<file path="config.mk">
export PLATFORM = sky130hd
export DESIGN_NAME = wmsum_ctrl
export DESIGN_NICKNAME = d
export VERILOG_FILES = /design/src/rtl/core/wmsum_pkg.sv /design/src/rtl/core/wmsum_ctrl.sv
export SDC_FILE = /design/constraint.sdc
export NUM_CORES = 1
export LEC_CHECK = 0
export BUFFER_PORTS_ARGS = -buffer_cell sky130_fd_sc_hd__buf_2
export CAP_MARGIN = 20
export CORE_MARGIN = 1.5
export CORE_UTILIZATION = 30
export CTS_CLUSTER_DIAMETER = 80
export DETAILED_ROUTE_END_ITERATION = 10
export SYNTH_ARGS = -nofsm -noshare
export SYNTH_HDL_FRONTEND = slang
export SYNTH_SLANG_ARGS = --single-unit
export TNS_END_PERCENT = 50
</file>
<file path="constraint.sdc">
create_clock -name clk -period 4.61 [get_ports clk]
set_input_delay 0.461 -clock clk [delete_from_list [all_inputs] [get_ports clk]]
set_output_delay 0.461 -clock clk [all_outputs]
set_load 0.01 [all_outputs]
</file>
<file path="src/rtl/core/wmsum_pkg.sv">
// Shared types and constants for the window minimum sum unit.
// Used by the controller, the datapath and the top level; no dependencies.
`default_nettype none

package wmsum_pkg;

	localparam int MaxSize   = 256;
	localparam int SizeBits  = 9;
	localparam int IdxBits   = 8;
	localparam int AddrBits  = 2 * IdxBits;
	localparam int ValueBits = 32;
	localparam int SumBits   = 30;
	localparam int StepBits  = 5;

	localparam logic [SumBits-1:0]   SumModulus = 30'd1000000007;
	localparam logic [SizeBits-1:0]  SizeMax    = 9'(MaxSize);
	localparam logic [SizeBits-1:0]  SizeMin    = 9'd1;
	localparam logic [StepBits-1:0]  StepLast   = 5'(ValueBits - 1);

	// configuration register indexes
	localparam logic CfgMatrixSize = 1'b0;
	localparam logic CfgWindowSize = 1'b1;

	typedef enum logic [4:0] {
		ST_IDLE, ST_FIRST, ST_MODX, ST_MODB, ST_MULD, ST_MULA, ST_ADDB,
		ST_CINIT, ST_CRD, ST_CCMP, ST_CWR, ST_WINIT, ST_WRD, ST_WCMP,
		ST_RED, ST_ACC, ST_OUT
	} state_t;

	typedef enum logic [3:0] {
		OP_NONE, OP_LOAD, OP_WR0, OP_MODX, OP_MODB, OP_MULD, OP_MULA, OP_ADDB,
		OP_CINIT, OP_CCMP, OP_CWR, OP_WINIT, OP_WCMP, OP_RED, OP_ACC, OP_OUT
	} op_t;

	typedef struct packed {
		op_t op;
	} cmd_t;

	typedef struct packed {
		logic m_zero;
		logic n_one;
		logic step_last;
		logic col_last;
		logic r_last;
		logic do_min;
		logic v_ge_p;
		logic out_free;
	} status_t;

endpackage

`default_nettype wire

</file>
<file path="src/rtl/core/wmsum_ctrl.sv">
// Sequencing state machine for the window minimum sum unit.
// Depends on wmsum_pkg; drives commands to wmsum_dpath.
`default_nettype none

module wmsum_ctrl (
	input  wire logic              clk,
	input  wire logic              arst_n,
	input  wire logic              in_valid,
	output logic                   in_stall,
	input  wire wmsum_pkg::status_t sts,
	output wmsum_pkg::cmd_t         cmd
);
	import wmsum_pkg::*;

	state_t state_q, state_nx;

	// state register
	always_ff @(posedge clk or negedge arst_n) begin
		if (!arst_n) begin
			state_q <= ST_IDLE;
		end else begin
			state_q <= state_nx;
		end
	end

	// next state and commands
	always_comb begin
		state_nx = state_q;
		cmd.op   = OP_NONE;
		in_stall = (state_q != ST_IDLE);
		case (state_q)
			ST_IDLE: begin
				if (in_valid) begin
					cmd.op   = OP_LOAD;
					state_nx = ST_FIRST;
				end
			end
			ST_FIRST: begin
				cmd.op = OP_WR0;
				if (sts.n_one) begin
					state_nx = sts.do_min ? ST_CINIT : ST_OUT;
				end else if (sts.m_zero) begin
					state_nx = ST_ADDB;
				end else begin
					state_nx = ST_MODX;
				end
			end
			ST_MODX: begin
				cmd.op = OP_MODX;
				if (sts.step_last) state_nx = ST_MODB;
			end
			ST_MODB: begin
				cmd.op = OP_MODB;
				if (sts.step_last) state_nx = ST_MULD;
			end
			ST_MULD: begin
				cmd.op   = OP_MULD;
				state_nx = ST_MULA;
			end
			ST_MULA: begin
				cmd.op   = OP_MULA;
				state_nx = sts.step_last ? ST_ADDB : ST_MULD;
			end
			ST_ADDB: begin
				cmd.op = OP_ADDB;
				if (sts.col_last) begin
					state_nx = sts.do_min ? ST_CINIT : ST_OUT;
				end else begin
					state_nx = sts.m_zero ? ST_ADDB : ST_MULD;
				end
			end
			ST_CINIT: begin
				cmd.op   = OP_CINIT;
				state_nx = ST_CRD;
			end
			ST_CRD: begin
				state_nx = ST_CCMP;
			end
			ST_CCMP: begin
				cmd.op   = OP_CCMP;
				state_nx = sts.r_last ? ST_CWR : ST_CRD;
			end
			ST_CWR: begin
				cmd.op   = OP_CWR;
				state_nx = sts.col_last ? ST_WINIT : ST_CRD;
			end
			ST_WINIT: begin
				cmd.op   = OP_WINIT;
				state_nx = ST_WRD;
			end
			ST_WRD: begin
				state_nx = ST_WCMP;
			end
			ST_WCMP: begin
				cmd.op   = OP_WCMP;
				state_nx = sts.r_last ? ST_RED : ST_WRD;
			end
			ST_RED: begin
				if (sts.v_ge_p) begin
					cmd.op = OP_RED;
				end else begin
					state_nx = ST_ACC;
				end
			end
			ST_ACC: begin
				cmd.op   = OP_ACC;
				state_nx = sts.col_last ? ST_OUT : ST_WRD;
			end
			ST_OUT: begin
				if (sts.out_free) begin
					cmd.op   = OP_OUT;
					state_nx = ST_IDLE;
				end
			end
			default: begin
				state_nx = ST_IDLE;
			end
		endcase
	end

endmodule

`default_nettype wire

</file>
Word-level counts from Yosys, hierarchy flattened

Cells that the tools add are included.

Register bits: 5
Bits in latches: 0
RAM bits: 0
Bits in read-only memories: 0
Input port bits: 11
Output and inout port bits: 5
Logic and storage cells: 45
Memories kept: 0

Add/subtract/negate cells: 0
$mul: 0
Div/mod/pow operators: 0
Magnitude comparators: 0
Equality and inequality tests: 21
Shift operators: 0
Mux-type cells: 20
Bitwise gates (word level): 0
Reductions and logical operators: 3

Operators by type and width:

| operator                                      | count |
|---|---|
| case mux 5 bit (17 select lines)              | 1 |
| case mux 4 bit (15 select lines)              | 1 |
| two-way mux 5 bit                             | 9 |
| == test 5 x 4 -> 1 bit, second input constant | 8 |
| == test 5 x 3 -> 1 bit, second input constant | 4 |
| == test 5 x 2 -> 1 bit, second input constant | 2 |
| two-way mux 2 bit                             | 5 |
| inequality test 2 bit, second input constant  | 5 |
| two-way mux 4 bit                             | 2 |
| == test 5 x 1 -> 1 bit, second input constant | 1 |
| == test 5 bit, second input constant          | 1 |
| logical NOT 5 bit                             | 1 |
| AND reduction 5 bit                           | 1 |
| nonzero test 5 bit                            | 1 |
| two-way mux 3 bit                             | 1 |
| two-way mux 1 bit                             | 1 |

Depth between registers and ports, before layout

Word-level depth: 3
Gate-level depth with buffers: 6
Mapped depth without buffers: 4

Worst setup path before layout

Ideal clock, no wire load.

Path type: register -> output
From: reg state_q[1]
To: out cmd[0] (netlist bit)
Arrival time: 1.274 ns
Required time: 4.149 ns
Path slack: 2.875 ns
Stages on the path, launching flop included: 6
Path buffers: 1
Path through: dfrtp_1 > buf_4 > nor4_2 > nand3_1 > and2_1 > o21ai_1

RTL lines:

| what                   | RTL line         | text |
|---|---|---|
| start, declared        | wmsum_ctrl.sv:15 | `state_t state_q, state_nx;` |
| start signal, assigned | wmsum_ctrl.sv:22 | `state_q <= state_nx;` |
| end, declared          | wmsum_ctrl.sv:11 | `output wmsum_pkg::cmd_t cmd` |

==> results.toml <==
[cells_and_area]
layout-drive-gt1-share_pct = 27.6
largest_reg_flops = 5
reg_top3 = "state_q (5)"
syn_to_final_growth_pct = 16.0
top_register = "state_q"
fillers = 211
insertedDiodeCount = 0
final_nets = 110

[yosys]
synthArstFlopShare_pct = 100
synth_area_leader_cell = "dfrtp_1"
synth_area_leaders = "dfrtp_1 (20%), o21ai_1 (5.5%), nand2_1 (4.7%), a2111oi_4 (4.3%), a21oi_1 (3.9%)"
synth-seq-area-share_pct = 19.5
synth.avg_cell_area_um2 = 7.45
synth_edf_count = 0
synth_ff_type = "dfrtp_1"
yosysTopAreaCellShare_pct = 19.5
synth_cell_types = 36
synth_cells = 86
yosysWarnings = 0
syn-num-nets = 97
synth-seq-cells = 5
synth_area_um2 = 641

[sta]
postLayoutSetupSlackWorst_ps = 2160
relSlewSlack_pct = 54.0
tns_ps = 0
grt_setup_unrepaired = "no"
setup_viol = 0
worst_pin_slew_ps = 690
period_share_pct = 53.2
max_freq_mhz = 408
slew_violations = 0
finClkSkew_ps = 7.25
fin_crit_ps = 2450
finalHoldViolCount = 0
timing.hold.ws_ps = 18.3

[clocking]
cts.sinks = 5
cts_buffers = 3
htreeDepth = 1
cts_tree = "done"
clkSlewWorstSetupHoldPaths_ps = 50
cts_buffer_depth = 2
cts_root_buffer = "clkbuf_4"
ctsResizeCount = 0
ctsHoldBuffers = 0
cts_setup_buffers = 0
clk_latency_ps = 240

[placement]
pre_cts_slack_ps = 2430
hpwlAfterDp_um = 1170
portBuffers = 15
gp_congestion = 0.810

[min_path]
min_path_type = "primary input to asynchronous set/reset pin"

[floorplan]
ioPinCount = 16
core_um2 = 1980
initial_core_util_pct = 32.3
fp.dieH_um = 49.2
dieArea_um2 = 2420
num_rows = 16
chipWidth_um = 49.2

[pwr]
power.net_switching_uw = 247
combPwrFrac_pct = 59.8
p_clk_share_pct = 10.6
power_density_nw_per_um2 = 646
sw_frac_of_total_pct = 51.4
power_uw = 480
internal_power_uw = 233
p_leak_nw = 0.301
seqPwrFrac_pct = 29.6
ir_drop_v = 0.000215

[route]
drt-initial-drc-count = 16
ant_nets = 0
wl_um = 1580
route.vias.total = 679
drc = 0
drt_first_pass_iters = 4
vias_per_cell = 5.43
wl_per_cell_um = 12.7

[global_routing]
grt.overflow.total = 0
grt_pass1_vias = 641
grt_pass1_wl_um = 2890
grt.total_usage_pct = 15.1
grt_max_degree = 22
antenna_found_initial = 0

[run]
cap_violations = 0

[critical_path]
required_ps = 4150
cp_max_fo = 21
crit_type = "register to output port"
end_kind = "output port"
arrival_ps = 1990
cp-start-kind = "register"

[outcome]
status = "finished, final reports clean"
## worst max-delay path, stage by stage, from the launching register on
cell and delay [ps]:
dfrtp_1 780, and2_1 270, nand4_1 230, and2_1 260
o21ai_1 70, buf_2 140
## metal layers
layer | share of wire (%) | vias up | GRT usage, %
met1 | 49 | 309 | 21.0
met3 | 5.2 | 2 | 2.45
met4 | 0.76 | 0 | 7.14
met2 | 44 | 18 | 22.3
met5 | 0 | - | 0
li1 | - | 350 | -
## stage by stage
step	utilization, %	cell area [µm²]	cells
floorplan	-	641	86
global placement	36.1	716	121
detailed placement	36.1	716	121
CTS	37.5	743	125
global route	37.5	743	125
finish	37.5	743	125
## synthesized netlist by cell type, types with 3 or more instances
master / instances
buf_2: 3
a21oi_1: 5
nand3_1: 3
a31oi_1: 3
nor2_1: 5
inv_1: 4
dfrtp_1: 5
nor3b_1: 3
nand2_1: 8
o21ai_1: 7
nor3_1: 3
nand2b_1: 4
clkbuf_1: 3
## power groups by stage
stage	clock, mW	combinational, mW	sequential [mW]
global placement	0	0.286	0.142
floorplan	0	0.287	0.0763
CTS	0.0533	0.289	0.141
global route	0.0592	0.322	0.154
detailed placement	0	0.288	0.142
finish	0.0510	0.287	0.142
## worst paths after layout
path	startpoint	slack (ps)	end	depth (start not counted)
worst max-delay path	state_q[2]	2160	cmd[0]	5
worst min-delay path	arst_n	20	state_q[0]	1
worst max register to register	state_q[2]	2810	state_q[1]	4
worst min register to register	state_q[4]	840	state_q[1]	1
max in group asynchronous	arst_n	4450	state_q[4]	1
min in group clk	sts[5]	500	state_q[0]	4
## cell type report
type	instances	area (µm²)	area share, %
inverter	5	18.8	2.53
sequential	5	125	16.8
multi-input combinational	69	463	62.3
clock buffer	3	22.5	3.03
tap	27	33.8	4.55
timing repair buffer	15	75.1	10.1
clock inverter	1	5.00	0.673
## cells in the final DEF, fill, tap and decap left out, types with 2 or more instances in the layout
master and instances:
a21oi_1 5, a31oi_1 3, and2_1 2, buf_2 15, clkbuf_4 3, dfrtp_1 5, inv_1 4, mux2i_1 2
nand2_1 8, nand2b_1 4, nand3_1 3, nand3b_1 2, nor2_1 5, nor2b_1 2, nor3_1 3, nor3b_1 3
nor4_1 2, o211ai_1 2, o21ai_0 2, o21ai_1 7
## cells by family (layout without fill, tap and decap cells)
kind of cell,count (synthesis),after routing,synth area share [%]
and+or+nand+nor,39,39,35.3
AOI/OAI and AO/OA,28,28,33.8
buffers and inverters,12,24,8.20
DFF,5,5,19.5
muxes,2,2,3.13
No activity file was read; power rests on OpenSTA's default activity.
